==> src/rtl/core/ist_pkg.sv <==
// Shared types and codes for the indexed sequence table.
`default_nettype none

package ist_pkg;

    localparam logic [2:0] REQ_INSERT = 3'd0;
    localparam logic [2:0] REQ_SORTED = 3'd1;
    localparam logic [2:0] REQ_ERASE  = 3'd2;
    localparam logic [2:0] REQ_REMOVE = 3'd3;
    localparam logic [2:0] REQ_GET    = 3'd4;
    localparam logic [2:0] REQ_SET    = 3'd5;
    localparam logic [2:0] REQ_FIND   = 3'd6;

    localparam int FIELD_W = 9;
    localparam int DATA_W  = 32;

    typedef enum logic [2:0] {
        ST_IDLE,
        ST_DECIDE,
        ST_SCAN,
        ST_PLACE,
        ST_FIN
    } ist_state_t;

    typedef enum logic [2:0] {
        SC_SHIFT_UP,
        SC_SHIFT_DOWN,
        SC_SEARCH,
        SC_REMOVE,
        SC_GET,
        SC_FIND
    } ist_scan_t;

    typedef struct packed {
        logic req_valid;
        logic res_ready;
    } ist_ctl_in_t;

    typedef struct packed {
        logic req_ready;
        logic res_valid;
    } ist_ctl_out_t;

endpackage

`default_nettype wire

==> src/rtl/core/ist_seq.sv <==
// Request sequencer: walks the store one entry per cycle for shifts, searches and removals.
`default_nettype none

module ist_seq import ist_pkg::*; #(
    parameter int DEPTH       = 256,
    parameter int VALUE_WIDTH = 32
) (
    input  wire logic                             aclk,
    input  wire logic                             aresetn,
    input  wire ist_ctl_in_t                      ctl_i,
    output ist_ctl_out_t                          ctl_o,
    input  wire logic [2:0]                       req_type,
    input  wire logic [FIELD_W-1:0]               req_position,
    input  wire logic [DATA_W-1:0]                req_value,
    input  wire logic [$clog2(DEPTH+1)-1:0]       eff_capacity,
    output logic                                  res_status,
    output logic      [FIELD_W-1:0]               res_index,
    output logic      [DATA_W-1:0]                res_value,
    output logic      [FIELD_W-1:0]               res_occupancy,
    output logic                                  ram_we,
    output logic      [$clog2(DEPTH)-1:0]         ram_waddr,
    output logic      [VALUE_WIDTH-1:0]           ram_wdata,
    output logic      [$clog2(DEPTH)-1:0]         ram_raddr,
    input  wire logic [VALUE_WIDTH-1:0]           ram_rdata
);

    localparam int AW = $clog2(DEPTH);
    localparam int CW = $clog2(DEPTH + 1);
    localparam int WW = (CW > FIELD_W) ? CW : FIELD_W;
    localparam int XW = (VALUE_WIDTH > DATA_W) ? VALUE_WIDTH : DATA_W;

    ist_state_t             state_reg, state_next;
    ist_scan_t              op_reg, op_next;
    logic [2:0]             req_reg, req_next;
    logic [WW-1:0]          pos_reg, pos_next;
    logic [VALUE_WIDTH-1:0] val_reg, val_next;
    logic [CW-1:0]          count_reg, count_next;
    logic [CW-1:0]          rd_idx_reg, rd_idx_next;
    logic [CW-1:0]          rem_reg, rem_next;
    logic                   pipe_vld_reg, pipe_vld_next;
    logic [CW-1:0]          pipe_idx_reg, pipe_idx_next;
    logic [CW-1:0]          place_reg, place_next;
    logic [CW-1:0]          wr_idx_reg, wr_idx_next;
    logic [CW-1:0]          hit_reg, hit_next;
    logic                   status_reg, status_next;
    logic [CW-1:0]          rindex_reg, rindex_next;
    logic [VALUE_WIDTH-1:0] rvalue_reg, rvalue_next;

    logic [XW-1:0]          in_ext;
    logic [XW-1:0]          rv_ext;
    logic [WW-1:0]          idx_ext;
    logic [WW-1:0]          occ_ext;
    logic [WW-1:0]          cnt_w;
    logic [WW-1:0]          cap_w;
    logic [CW-1:0]          pos_c;

    assign in_ext  = XW'(req_value);
    assign rv_ext  = XW'(rvalue_reg);
    assign idx_ext = WW'(rindex_reg);
    assign occ_ext = WW'(count_reg);
    assign cnt_w   = WW'(count_reg);
    assign cap_w   = WW'(eff_capacity);
    assign pos_c   = pos_reg[CW-1:0];

    assign res_status    = status_reg;
    assign res_index     = idx_ext[FIELD_W-1:0];
    assign res_value     = rv_ext[DATA_W-1:0];
    assign res_occupancy = occ_ext[FIELD_W-1:0];

    always_ff @(posedge aclk) begin
        if (!aresetn) begin
            state_reg    <= ST_IDLE;
            count_reg    <= '0;
            pipe_vld_reg <= 1'b0;
        end else begin
            state_reg    <= state_next;
            count_reg    <= count_next;
            pipe_vld_reg <= pipe_vld_next;
        end
        op_reg       <= op_next;
        req_reg      <= req_next;
        pos_reg      <= pos_next;
        val_reg      <= val_next;
        rd_idx_reg   <= rd_idx_next;
        rem_reg      <= rem_next;
        pipe_idx_reg <= pipe_idx_next;
        place_reg    <= place_next;
        wr_idx_reg   <= wr_idx_next;
        hit_reg      <= hit_next;
        status_reg   <= status_next;
        rindex_reg   <= rindex_next;
        rvalue_reg   <= rvalue_next;
    end

    always_comb begin
        state_next    = state_reg;
        op_next       = op_reg;
        req_next      = req_reg;
        pos_next      = pos_reg;
        val_next      = val_reg;
        count_next    = count_reg;
        rd_idx_next   = rd_idx_reg;
        rem_next      = rem_reg;
        pipe_vld_next = 1'b0;
        pipe_idx_next = pipe_idx_reg;
        place_next    = place_reg;
        wr_idx_next   = wr_idx_reg;
        hit_next      = hit_reg;
        status_next   = status_reg;
        rindex_next   = rindex_reg;
        rvalue_next   = rvalue_reg;
        ram_we        = 1'b0;
        ram_waddr     = '0;
        ram_wdata     = '0;
        ram_raddr     = rd_idx_reg[AW-1:0];
        ctl_o         = '0;

        case (state_reg)
            ST_IDLE: begin
                ctl_o.req_ready = 1'b1;
                if (ctl_i.req_valid) begin
                    req_next   = req_type;
                    pos_next   = WW'(req_position);
                    val_next   = in_ext[VALUE_WIDTH-1:0];
                    state_next = ST_DECIDE;
                end
            end
            ST_DECIDE: begin
                status_next = 1'b1;
                rindex_next = '0;
                rvalue_next = '0;
                state_next  = ST_FIN;
                case (req_reg)
                    REQ_INSERT: begin
                        if (cnt_w < cap_w && pos_reg <= cnt_w) begin
                            status_next = 1'b0;
                            place_next  = pos_c;
                            if (pos_reg < cnt_w) begin
                                op_next     = SC_SHIFT_UP;
                                rd_idx_next = count_reg - 1'b1;
                                rem_next    = count_reg - pos_c;
                                state_next  = ST_SCAN;
                            end else begin
                                state_next = ST_PLACE;
                            end
                        end
                    end
                    REQ_SORTED: begin
                        if (cnt_w < cap_w) begin
                            status_next = 1'b0;
                            op_next     = SC_SEARCH;
                            rd_idx_next = '0;
                            rem_next    = count_reg;
                            state_next  = ST_SCAN;
                        end
                    end
                    REQ_ERASE: begin
                        if (pos_reg < cnt_w) begin
                            status_next = 1'b0;
                            count_next  = count_reg - 1'b1;
                            op_next     = SC_SHIFT_DOWN;
                            rd_idx_next = pos_c + 1'b1;
                            rem_next    = count_reg - 1'b1 - pos_c;
                            state_next  = ST_SCAN;
                        end
                    end
                    REQ_REMOVE: begin
                        status_next = 1'b0;
                        op_next     = SC_REMOVE;
                        rd_idx_next = '0;
                        rem_next    = count_reg;
                        wr_idx_next = '0;
                        hit_next    = '0;
                        state_next  = ST_SCAN;
                    end
                    REQ_GET: begin
                        if (pos_reg < cnt_w) begin
                            op_next     = SC_GET;
                            rd_idx_next = pos_c;
                            rem_next    = CW'(1);
                            state_next  = ST_SCAN;
                        end
                    end
                    REQ_SET: begin
                        if (pos_reg < cnt_w) begin
                            status_next = 1'b0;
                            ram_we      = 1'b1;
                            ram_waddr   = pos_c[AW-1:0];
                            ram_wdata   = val_reg;
                        end
                    end
                    REQ_FIND: begin
                        op_next     = SC_FIND;
                        rd_idx_next = '0;
                        rem_next    = count_reg;
                        state_next  = ST_SCAN;
                    end
                    default: begin
                    end
                endcase
            end
            ST_SCAN: begin
                if (rem_reg != '0) begin
                    pipe_vld_next = 1'b1;
                    pipe_idx_next = rd_idx_reg;
                    rd_idx_next   = (op_reg == SC_SHIFT_UP) ? rd_idx_reg - 1'b1
                                                            : rd_idx_reg + 1'b1;
                    rem_next      = rem_reg - 1'b1;
                end
                if (pipe_vld_reg) begin
                    case (op_reg)
                        SC_SHIFT_UP: begin
                            ram_we    = 1'b1;
                            ram_waddr = AW'(pipe_idx_reg + 1'b1);
                            ram_wdata = ram_rdata;
                        end
                        SC_SHIFT_DOWN: begin
                            ram_we    = 1'b1;
                            ram_waddr = AW'(pipe_idx_reg - 1'b1);
                            ram_wdata = ram_rdata;
                        end
                        SC_SEARCH: begin
                            if (!(ram_rdata < val_reg)) begin
                                // first entry not less than the value: open a slot here
                                place_next    = pipe_idx_reg;
                                rindex_next   = pipe_idx_reg;
                                op_next       = SC_SHIFT_UP;
                                rd_idx_next   = count_reg - 1'b1;
                                rem_next      = count_reg - pipe_idx_reg;
                                pipe_vld_next = 1'b0;
                            end
                        end
                        SC_REMOVE: begin
                            if (ram_rdata == val_reg) begin
                                hit_next = hit_reg + 1'b1;
                            end else begin
                                ram_we      = 1'b1;
                                ram_waddr   = wr_idx_reg[AW-1:0];
                                ram_wdata   = ram_rdata;
                                wr_idx_next = wr_idx_reg + 1'b1;
                            end
                        end
                        SC_GET: begin
                            status_next = 1'b0;
                            rvalue_next = ram_rdata;
                        end
                        SC_FIND: begin
                            if (ram_rdata == val_reg) begin
                                status_next   = 1'b0;
                                rindex_next   = pipe_idx_reg;
                                pipe_vld_next = 1'b0;
                                state_next    = ST_FIN;
                            end
                        end
                        default: begin
                        end
                    endcase
                end else if (rem_reg == '0) begin
                    case (op_reg)
                        SC_SHIFT_UP: begin
                            state_next = ST_PLACE;
                        end
                        SC_SEARCH: begin
                            place_next  = count_reg;
                            rindex_next = count_reg;
                            state_next  = ST_PLACE;
                        end
                        SC_REMOVE: begin
                            count_next  = wr_idx_reg;
                            rindex_next = hit_reg;
                            state_next  = ST_FIN;
                        end
                        default: begin
                            state_next = ST_FIN;
                        end
                    endcase
                end
            end
            ST_PLACE: begin
                ram_we     = 1'b1;
                ram_waddr  = place_reg[AW-1:0];
                ram_wdata  = val_reg;
                count_next = count_reg + 1'b1;
                state_next = ST_FIN;
            end
            ST_FIN: begin
                ctl_o.res_valid = 1'b1;
                if (ctl_i.res_ready) begin
                    state_next = ST_IDLE;
                end
            end
            default: begin
                state_next = ST_IDLE;
            end
        endcase
    end

endmodule

`default_nettype wire

==> config.mk <==
export PLATFORM = sky130hd
export DESIGN_NAME = ist_seq
export DESIGN_NICKNAME = d
export VERILOG_FILES = /design/src/rtl/core/ist_pkg.sv /design/src/rtl/core/ist_seq.sv
export SDC_FILE = /design/constraint.sdc
export NUM_CORES = 1
export LEC_CHECK = 0
export BUFFER_PORTS_ARGS = -buffer_cell sky130_fd_sc_hd__buf_4
export CORE_MARGIN = 2
export CORE_UTILIZATION = 53
export DETAILED_ROUTE_END_ITERATION = 16
export HOLD_SLACK_MARGIN = 0.06
export PLACE_DENSITY = 0.72
export SKIP_CTS_REPAIR_TIMING = 1
export SLEW_MARGIN = 30
export SYNTH_ARGS = -nofsm -noshare
export SYNTH_HDL_FRONTEND = slang
export SYNTH_SLANG_ARGS = --single-unit
==> constraint.sdc <==
create_clock -name aclk -period 4.75 [get_ports aclk]
set_input_delay 0.95 -clock aclk [delete_from_list [all_inputs] [get_ports aclk]]
set_output_delay 0.95 -clock aclk [all_outputs]
set_load 0.01 [all_outputs]
==> impl_metrics.csv, run 1 <==
group,metric,value,unit
outcome,status,"complete, no violations",
logic_synthesis,yosys.area_share.xor_xnor,0.0576,
worst_setup_path,required,3.80,ns
layout,area_growth_syn_to_layout,20.7,%
clocking,numCtsBuffers,17,
sta,finalWorstSetupSlack,0.321,ns
place,io_buffers,190,
hold_path,hp-class,"reg -> reg",
global_routing,grt_max_degree,67,
detailed_routing,wirelength,32900,um
pwr,power.internal,3.18,mW
global_routing,grt_pass1_wl,50500,um
sta,hold_viol_final,0,
logic_synthesis,synthAdderAreaFrac,0.0999,
worst_setup_path,cp_max_fo,32,
sta,tightest_slew,0.969,ns
sta,setup_viol,0,
logic_synthesis,yosysWarnings,0,
clocking,clk_latency,0.43,ns
layout,design_area,13200,um^2
detailed_routing,viasPerCell,6.04,
logic_synthesis,synth_edf_count,142,
layout,nNetsFinal,1492,
clocking,clk_pin_slew_worst_paths,0.07,ns
place,dp_slack,0.454,ns
global_routing,grt_pass1_vias,9209,
worst_setup_path,crit_type,"reg -> out",
pwr,clock_power_share,0.290,
place,gp_congestion,0.988,
pwr,power_frac_comb,0.309,
run,maxCapViolations,0,
layout,fillers,1663,
logic_synthesis,synth_top_family_by_area,"compound AO/OA/AOI/OAI gates",
pwr,p_seq_frac,0.401,
sta,slew_headroom,0.354,
detailed_routing,drc,0,
logic_synthesis,synth_fp_nets,1324,
pwr,peakVddDrop,0.230,mV
logic_synthesis,muxShareOfSynthArea,0.0212,
detailed_routing,wire_per_inst,20.6,um
clocking,numClockSinks,155,
pwr,p_switching,1.65,mW
die,die_y,148,um
clocking,htree_levels,4,
die,dieArea,21800,um^2
place,placed_area,12600,um^2
logic_synthesis,ys_types,71,
global_routing,grt_overflow,0,
layout,diodes,0,
sta,maxSlewViolCount,0,
logic_synthesis,synth_compound_area_frac,0.184,
sta,max_freq,226,MHz
worst_setup_path,cp.arrival,3.48,ns
pwr,powerDensity,365,nW/um^2
sta,setup_tns,0,ns
die,rows,52,
logic_synthesis,syn_inst,1150,
logic_synthesis,synth_area,10900,um^2
detailed_routing,firstDrtPassIters,7,
place,dp_hpwl,24200,um
pwr,switching_share,0.342,
die,io-pin-count,191,
clocking,cts_root_buf,"clkbuf_16",
worst_setup_path,cp-start-kind,"flop",
layout,layout-drive-gt1-share,0.204,
logic_synthesis,ys_seq_area_frac,0.413,
die,start_util,0.541,
logic_synthesis,postSynthAreaPerCell,9.52,um^2
logic_synthesis,yosys_register_bits,155,
detailed_routing,antenna_left,0,
die,fp.coreArea,20200,um^2
logic_synthesis,synthArstFlopShare,0,
sta,rsz0062_at_grt,"false",
logic_synthesis,synth_simple_gate_area_share,0.165,
pwr,power.leakage,5.61,nW
sta,fin_crit,4.43,ns
clocking,cts_buffer_depth,2,
worst_setup_path,endpoint_kind,"output pin",
logic_synthesis,synth_top_flop_cell,"edfxtp_1",
die,dieWidth,148,um
sta,clock_skew,0.0122,ns
detailed_routing,via_count,9664,
sta,fin_hold_ws,0.531,ns
clocking,cts_tree,"done",
global_routing,grtUsageTotal,0.300,
global_routing,antenna_found_initial,0,
sta,post-route-period-util,0.932,
detailed_routing,first_iter_violations,1012,
power by group through the flow:
stage	clock (mW)	sequential [mW]	combinational [mW]
2_1_floorplan	0	1.94	0.937
3_3_place_gp	0	1.96	1.44
3_5_place_dp	0	1.96	1.47
4_1_cts	1.41	1.93	1.47
5_1_grt	1.46	1.95	1.64
6_report	1.40	1.94	1.49
cells in the mapped netlist, types with 4 or more instances:
master / n / area, um^2
o41ai_1: 5 / 43.8
buf_4: 12 / 90.1
a222oi_1: 4 / 40.0
clkbuf_1: 43 / 161
mux2i_1: 22 / 220
o21a_1: 8 / 60.1
edfxtp_1: 142 / 4260
nor3_1: 28 / 140
a21o_1: 9 / 67.6
nor2b_1: 17 / 106
and2_1: 42 / 263
o31ai_1: 5 / 37.5
a22o_1: 34 / 298
a31oi_1: 5 / 31.3
xnor2_1: 47 / 412
nand2b_1: 12 / 75.1
inv_1: 82 / 308
xor2_1: 25 / 219
ha_1: 81 / 1010
a21oi_1: 71 / 355
nor4_1: 7 / 43.8
dfxtp_1: 13 / 260
nand2_1: 71 / 267
buf_2: 6 / 30.0
a311oi_1: 4 / 35.0
a221oi_1: 8 / 70.1
fa_1: 4 / 80.1
o21bai_1: 4 / 30.0
o22ai_1: 9 / 56.3
a22oi_1: 6 / 45.0
a221o_1: 8 / 80.1
o21ai_0: 60 / 300
buf_1: 8 / 30.0
and3_1: 10 / 62.6
a211oi_1: 9 / 67.6
nor2_1: 118 / 443
o211ai_1: 11 / 82.6
or3_1: 6 / 37.5
a211o_1: 6 / 52.6
nand4_1: 16 / 100
or2_2: 4 / 25.0
nand3_1: 23 / 115
layer usage:
layer	global-route usage	wire length [um]	vias up
li1	-	-	4537
met1	0.409	13600	4546
met2	0.472	15200	496
met3	0.0676	2960	85
met4	0.107	1100	0
met5	0	0	-
cells by family after synthesis:
family | Yosys count
compound gates | 295
buf+inv | 153
fa+ha+maj | 85
simple gates | 367
flops | 155
xor+xnor | 72
mux | 23
worst paths after layout:
path / cells after the start / slack, ns / end / start
worst max register to register: 11 / 1.26 / rem_reg[7] / res_occupancy[1]
worst max-delay path: 12 / 0.32 / ram_wdata[20] / pos_c[7]
worst min-delay path: 0 / 0.53 / pipe_idx_reg[8] / rd_idx_reg[8]
worst min register to register: 0 / 0.53 / pipe_idx_reg[8] / rd_idx_reg[8]
final cells by class:
class | instances | area [um^2] | share of cell area
flip-flops and latches | 155 | 4520 | 0.342
well taps | 270 | 338 | 0.0256
clock buffers | 17 | 425 | 0.0322
repair buffers | 220 | 1650 | 0.125
inverters | 82 | 308 | 0.0233
clock inverters | 15 | 160 | 0.0121
multi-input cells | 842 | 5810 | 0.439
cell usage in the layout (no fill, tap or decap), drive strengths merged, types with 8 or more instances in the layout:
cell type	count
buf	220
edfxtp	142
nor2	118
inv	89
ha	81
nand2	71
a21oi	71
o21ai	61
xnor2	47
and2	42
a22o	34
nor3	28
xor2	25
nand3	23
mux2i	22
clkbuf	17
nor2b	17
nand4	16
dfxtp	13
nand2b	12
o211ai	11
and3	10
a21o	9
o22ai	9
a211oi	9
a221o	8
o21a	8
a221oi	8
nor4	8
through the flow:
stage          instances  total power [mW]  utilization
6_report            1601              4.83        0.653
5_1_grt             1601              5.05        0.653
4_1_cts             1601              4.81        0.653
3_5_place_dp        1569              3.43        0.624
3_3_place_gp        1569              3.40        0.624
2_1_floorplan       1150              2.88            -
critical path, stage by stage (launching register included):
cell	delay, ns
edfxtp_1	0.59
inv_1	0.23
ha_1	0.42
nand2_1	0.07
nor2_1	0.11
o22a_1	0.14
o31a_1	0.24
nand2_1	0.14
nor4_4	0.26
nand2b_1	0.14
buf_4	0.35
a22o_1	0.20
buf_4	0.12
(Power assumes the default switching activity.)
==> run 2, diff against run 1 <==
Settings changed: GPL_TIMING_DRIVEN from default to 0.
==> run 2 against run 1 <==
  * Flip-flop and latch count is the same
  * Clock-buffer cell count grew 2
  * Clock power shrank 4%
  * Sequential share of layout area shrank 0.36 points
  * Critical path type unchanged
  * Critical endpoint is now ram_wdata[8]
  * Largest cell class unchanged
  * Largest power group unchanged
==> impl_metrics.csv, run 2 (synthesis results as in run 1) <==
group,metric,value,unit
detailed_routing,firstDrtPassIters,8,
clocking,htree_levels,4,
outcome,status,"complete, no violations",
sta,slew_headroom,0.374,
sta,setup_viol,0,
die,fp.coreArea,20200,um^2
run,maxCapViolations,0,
layout,area_growth_syn_to_layout,22.1,%
layout,fillers,1672,
global_routing,grt_max_degree,45,
global_routing,grt_overflow,0,
worst_setup_path,reg2reg_to,"rem_reg[7]",
clocking,cts_root_buf,"clkbuf_16",
sta,hold_viol_final,0,
clocking,clk_pin_slew_worst_paths,0.06,ns
clocking,cts_tree,"done",
place,io_buffers,190,
sta,setup_tns,0,ns
detailed_routing,viasPerCell,6.04,
worst_setup_path,r2r_cells,11,
clocking,numCtsBuffers,17,
sta,post-route-period-util,0.988,
layout,final_cell_mix,"buf_4 (205), edfxtp_1 (142), nor2_1 (116)",
detailed_routing,wire_per_inst,21.7,um
pwr,powerDensity,363,nW/um^2
pwr,peakVddDrop,0.255,mV
place,gp_congestion,1.03,
clocking,numClockSinks,155,
clocking,cts_buffer_depth,2,
clocking,clk_latency,0.43,ns
sta,tightest_slew,0.936,ns
detailed_routing,drc,0,
detailed_routing,antenna_left,0,
worst_setup_path,cp-start-kind,"flop",
global_routing,grtUsageTotal,0.323,
worst_setup_path,cpPeakStageDelay,0.43,ns
global_routing,grt_pass1_vias,9189,
worst_setup_path,endpoint_kind,"output pin",
global_routing,antenna_found_initial,0,
worst_setup_path,crit_type,"reg -> out",
place,dp_cells,1611,
global_routing,grt_pass1_wl,53400,um
die,dieArea,21800,um^2
die,dieWidth,148,um
worst_setup_path,startpoint,"pos_c[6]",
sta,maxSlewViolCount,0,
layout,layout.cells.non_filler,1646,
place,dp_hpwl,26900,um
layout,nNetsFinal,1537,
pwr,power.leakage,5.63,nW
layout,layout-drive-gt1-share,0.197,
die,start_util,0.541,
worst_setup_path,crit_chain,"clkbuf_1, inv_1, ha_1, a21o_1, a211o_1, o22a_1, o31a_1, nand2_1, nor4_4, nand2b_2, buf_4, a22o_1, buf_4",
die,rows,52,
worst_setup_path,cp-endpoint,"ram_wdata[8]",
layout,layout_commonest_cell,"buf_4",
worst_setup_path,cp.arrival,3.74,ns
worst_setup_path,r2r_start,"res_occupancy[1]",
sta,max_freq,213,MHz
worst_setup_path,required,3.80,ns
sta,clock_skew,0.0104,ns
worst_setup_path,crit_slowest_cell,"clkbuf_1",
detailed_routing,first_iter_violations,1177,
detailed_routing,wirelength,35700,um
layout,diodes,0,
worst_setup_path,ff2ff_setup_slack,0.80,ns
worst_setup_path,cp_max_fo,10,
die,io-pin-count,191,
detailed_routing,via_count,9939,
hold_path,hp-class,"reg -> reg",
die,die_y,148,um
worst_setup_path,path_common_cell,"buf_4",
sta,fin_crit,4.69,ns
run 2: how the worst min path moves through the flow:
stage / from / end / slack [ns] / cells after the start
floorplan: rd_idx_reg[8] / pipe_idx_reg[8] / 0.45 / 0
global placement: rd_idx_reg[8] / pipe_idx_reg[8] / 0.53 / 0
detailed placement: rd_idx_reg[8] / pipe_idx_reg[8] / 0.51 / 0
CTS: rd_idx_reg[8] / pipe_idx_reg[8] / 0.53 / 0
global route: rd_idx_reg[8] / pipe_idx_reg[8] / 0.55 / 0
finish: rd_idx_reg[8] / pipe_idx_reg[8] / 0.53 / 0
run 2: final cells by class:
cell class | instances | area, um^2 | area share
tap | 270 | 338 | 0.0253
clock inverter | 13 | 134 | 0.0100
inverter | 82 | 308 | 0.0230
clock buffer | 19 | 433 | 0.0324
sequential | 155 | 4530 | 0.339
multi-input combinational | 842 | 5800 | 0.434
buffer | 71 | 342 | 0.0256
timing repair buffer | 194 | 1480 | 0.111
run 2: power breakdown:
part	internal [mW]	switching (mW)	total [mW]
sequential	1.78	0.153	1.93
clock	0.736	0.611	1.35
combinational	0.639	0.935	1.57
total	3.15	1.70	4.85
run 2: worst max-delay path, delay by kind of cell, from the launching register on:
family	cells	cell delay (ns)
AND/OR/NAND/NOR	3	0.50
buffers and inverters	4	1.01
adder cells (fa/ha/maj)	1	0.40
flip-flops	1	0.33
AO/OA/AOI/OAI	5	1.04
run 2: stage by stage:
step	hold WS, ns	setup slack [ns]	total power [mW]	instance area [um^2]	utilization
after floorplan	0.448	1.02	2.88	10900	-
after global placement	0.527	-0.363	3.45	12700	0.628
after detailed placement	0.514	-0.339	3.49	12800	0.630
after CTS	0.527	-0.836	4.82	13300	0.658
after global routing	0.555	-0.00389	5.06	13400	0.660
final	0.532	0.0589	4.85	13400	0.660
run 2: routing by layer:
layer,global-route usage,up-vias,wire [um]
met3,0.0639,71,3560
met4,0.112,0,1210
met1,0.461,4681,14800
li1,-,4631,-
met5,0,-,0
met2,0.494,556,16000
==> run 3, diff against run 2 <==
Settings changed: ABC_AREA from default to 1.
==> run 3 against run 2 <==
  * Maximum frequency grew 2.2%
  * Clock skew up 0.0036 ns
  * Critical path depth shrank 1
  * Largest cell class unchanged
  * Register-to-register slack gained 0.18 ns
  * Synthesized cell count increased by 22%
  * First-iteration DRC count up 5.7%
  * Highest routed layer unchanged
  * Clock power barely moved
  * Final area is 2.2% higher
  * Area after synthesis rose by 2.4%
  * Via count up 9.8%
  * Worst hold slack lost 0.017 ns
  * Utilization fell by 0.67 points
  * Critical path type unchanged
==> impl_metrics.csv, run 3 <==
group,metric,value,unit
detailed_routing,met3WireLength,3750,um
sta,clock_skew,0.0139,ns
die,dieWidth,149,um
global_routing,grt_pass1_vias,9974,
logic_synthesis,yosys.area_share.xor_xnor,0.0250,
logic_synthesis,synthTopCellsByCount,"nand2_1 (310), inv_1 (206), edfxtp_1 (142)",
detailed_routing,firstDrtPassIters,5,
logic_synthesis,synthAdderAreaFrac,0.0976,
clocking,cts_tree,"done",
worst_setup_path,required,3.80,ns
detailed_routing,wl_met2,16700,um
clocking,numCtsBuffers,17,
sta,post-route-period-util,0.967,
layout,utilization,0.654,
global_routing,grtUsageTotal,0.336,
layout,diodes,0,
clocking,cts_buffer_depth,2,
detailed_routing,viasPerCell,5.72,
worst_setup_path,endpoint_kind,"output pin",
place,gp_congestion,1.01,
die,die_y,149,um
logic_synthesis,syn_inst,1408,
global_routing,grt_pass1_wl,56300,um
sta,setup_tns,0,ns
logic_synthesis,synth_fp_nets,1582,
layout,final_cell_mix,"nand2_1 (310), inv_1 (206), buf_4 (200)",
detailed_routing,via_count,10900,
die,io-pin-count,191,
logic_synthesis,muxShareOfSynthArea,0,
clocking,htree_levels,4,
logic_synthesis,synthArstFlopShare,0,
sta,max_freq,218,MHz
sta,fin_crit,4.59,ns
layout,nNetsFinal,1795,
run,maxCapViolations,0,
die,start_util,0.536,
detailed_routing,drc,0,
detailed_routing,first_iter_violations,1244,
logic_synthesis,postSynthAreaPerCell,7.96,um^2
logic_synthesis,synth_top_family_by_area,"simple AND/OR/NAND/NOR gates",
detailed_routing,top_layer,"met4",
layout,layout-drive-gt1-share,0.186,
sta,setup_viol,0,
worst_setup_path,cp-start-kind,"flop",
pwr,power.leakage,6.44,nW
logic_synthesis,synth_edf_count,142,
detailed_routing,wire_per_inst,19.6,um
logic_synthesis,synth_simple_gate_area_share,0.233,
clocking,clk_latency,0.44,ns
logic_synthesis,synth_area_leader_cell,"edfxtp_1",
outcome,status,"complete, no violations",
place,io_buffers,189,
logic_synthesis,ys_types,56,
pwr,peakVddDrop,0.284,mV
global_routing,grt_overflow,0,
detailed_routing,wl_met1,16000,um
hold_path,hp-class,"reg -> reg",
place,dp_hpwl,29000,um
layout,area_growth_syn_to_layout,21.8,%
logic_synthesis,synth_compound_area_frac,0.139,
logic_synthesis,synth_area_leaders,"edfxtp_1 (38%), nand2_1 (10%), ha_1 (9.0%)",
layout,layout_commonest_cell,"nand2_1",
clocking,clk_pin_slew_worst_paths,0.07,ns
worst_setup_path,cp_max_fo,10,
sta,hold_viol_final,0,
die,dieArea,22300,um^2
pwr,powerDensity,589,nW/um^2
sta,slew_headroom,0.420,
die,rows,53,
detailed_routing,antenna_left,0,
logic_synthesis,synth_top_cell_area_share,0.381,
global_routing,antenna_found_initial,0,
sta,tightest_slew,0.868,ns
logic_synthesis,yosysMostFrequentCell,"nand2_1",
sta,rsz0062_at_grt,"false",
clocking,numClockSinks,155,
logic_synthesis,synth_area,11200,um^2
detailed_routing,wirelength,37300,um
global_routing,grt_max_degree,22,
worst_setup_path,crit_type,"reg -> out",
logic_synthesis,yosys_register_bits,155,
logic_synthesis,synth_top_flop_cell,"edfxtp_1",
worst_setup_path,cp.arrival,3.64,ns
logic_synthesis,ys_seq_area_frac,0.404,
die,fp.coreArea,20900,um^2
sta,maxSlewViolCount,0,
clocking,cts_root_buf,"clkbuf_16",
logic_synthesis,yosysWarnings,0,
[run 3: cell count changes after synthesis, moves of 34 or more]
| cell | delta |
|---|---|
| and2_1 | -41 |
| inv_1 | +124 |
| nand2_1 | +239 |
| xnor2_1 | -36 |
| nand3_1 | +52 |
| o22ai_1 | +37 |
| a22o_1 | -34 |
[run 3: logic make-up after synthesis]
kind of cell	Yosys count
and+or+nand+nor	595
AOI/OAI and AO/OA	271
buffers and inverters	270
DFF	155
adders and majority gates	85
xor gates and xnor gates	32
[run 3: path summary, 6_finish.rpt]
check	start	endpoint	slack, ns	cells past startpoint
worst max-delay path	res_occupancy[0]	ram_waddr[7]	0.16	12
worst max register to register	res_occupancy[1]	rem_reg[7]	0.98	15
worst min register to register	rd_idx_reg[8]	pipe_idx_reg[8]	0.51	0
worst min-delay path	rd_idx_reg[8]	pipe_idx_reg[8]	0.51	0
[run 3: metrics by stage]
step | cells | cell area, um^2 | total power, mW | worst slack, ns | hold WS, ns
after floorplan | 1408 | 11200 | 5.12 | 1.38 | 0.473
after global placement | 1872 | 13000 | 6.46 | 0.207 | 0.502
after detailed placement | 1877 | 13100 | 6.57 | 0.547 | 0.494
after CTS | 1908 | 13700 | 7.93 | 0.360 | 0.511
after global routing | 1908 | 13700 | 8.55 | 0.118 | 0.529
final | 1908 | 13700 | 8.03 | 0.158 | 0.515
[run 3: layout make-up]
cell class,instances,area [um^2]
plain buffers,46,285
clock buffers,18,429
clock inverters,13,131
fillers,1868,7240
inverters,224,853
multi-input cells,983,5580
flip-flops and latches,155,4520
well taps,275,344
repair buffers,194,1510
[run 3: report_power, final]
group | total [mW] | internal [mW] | leakage (nW) | switching, mW
logic | 4.21 | 1.50 | 4.72 | 2.71
registers | 2.47 | 2.08 | 1.45 | 0.390
clock network | 1.35 | 0.731 | 0.270 | 0.614
total | 8.03 | 4.32 | 6.44 | 3.72
[run 3: layer usage]
| layer | vias up | global-route usage |
|---|---|---|
| li1 | 5203 | - |
| met1 | 5070 | 0.477 |
| met2 | 564 | 0.521 |
| met3 | 74 | 0.0731 |
| met4 | 0 | 0.0924 |
| met5 | - | 0 |
[run 3: critical path, stage by stage (launching register included)]
cell,delay (ns)
dfxtp_1,0.51
clkinv_1,0.52
ha_1,0.55
nand2_1,0.10
nor2_1,0.04
nand3_1,0.15
nand2_2,0.14
inv_2,0.08
nand3_2,0.25
o21ai_0,0.56
inv_1,0.09
nand2_1,0.09
buf_4,0.11
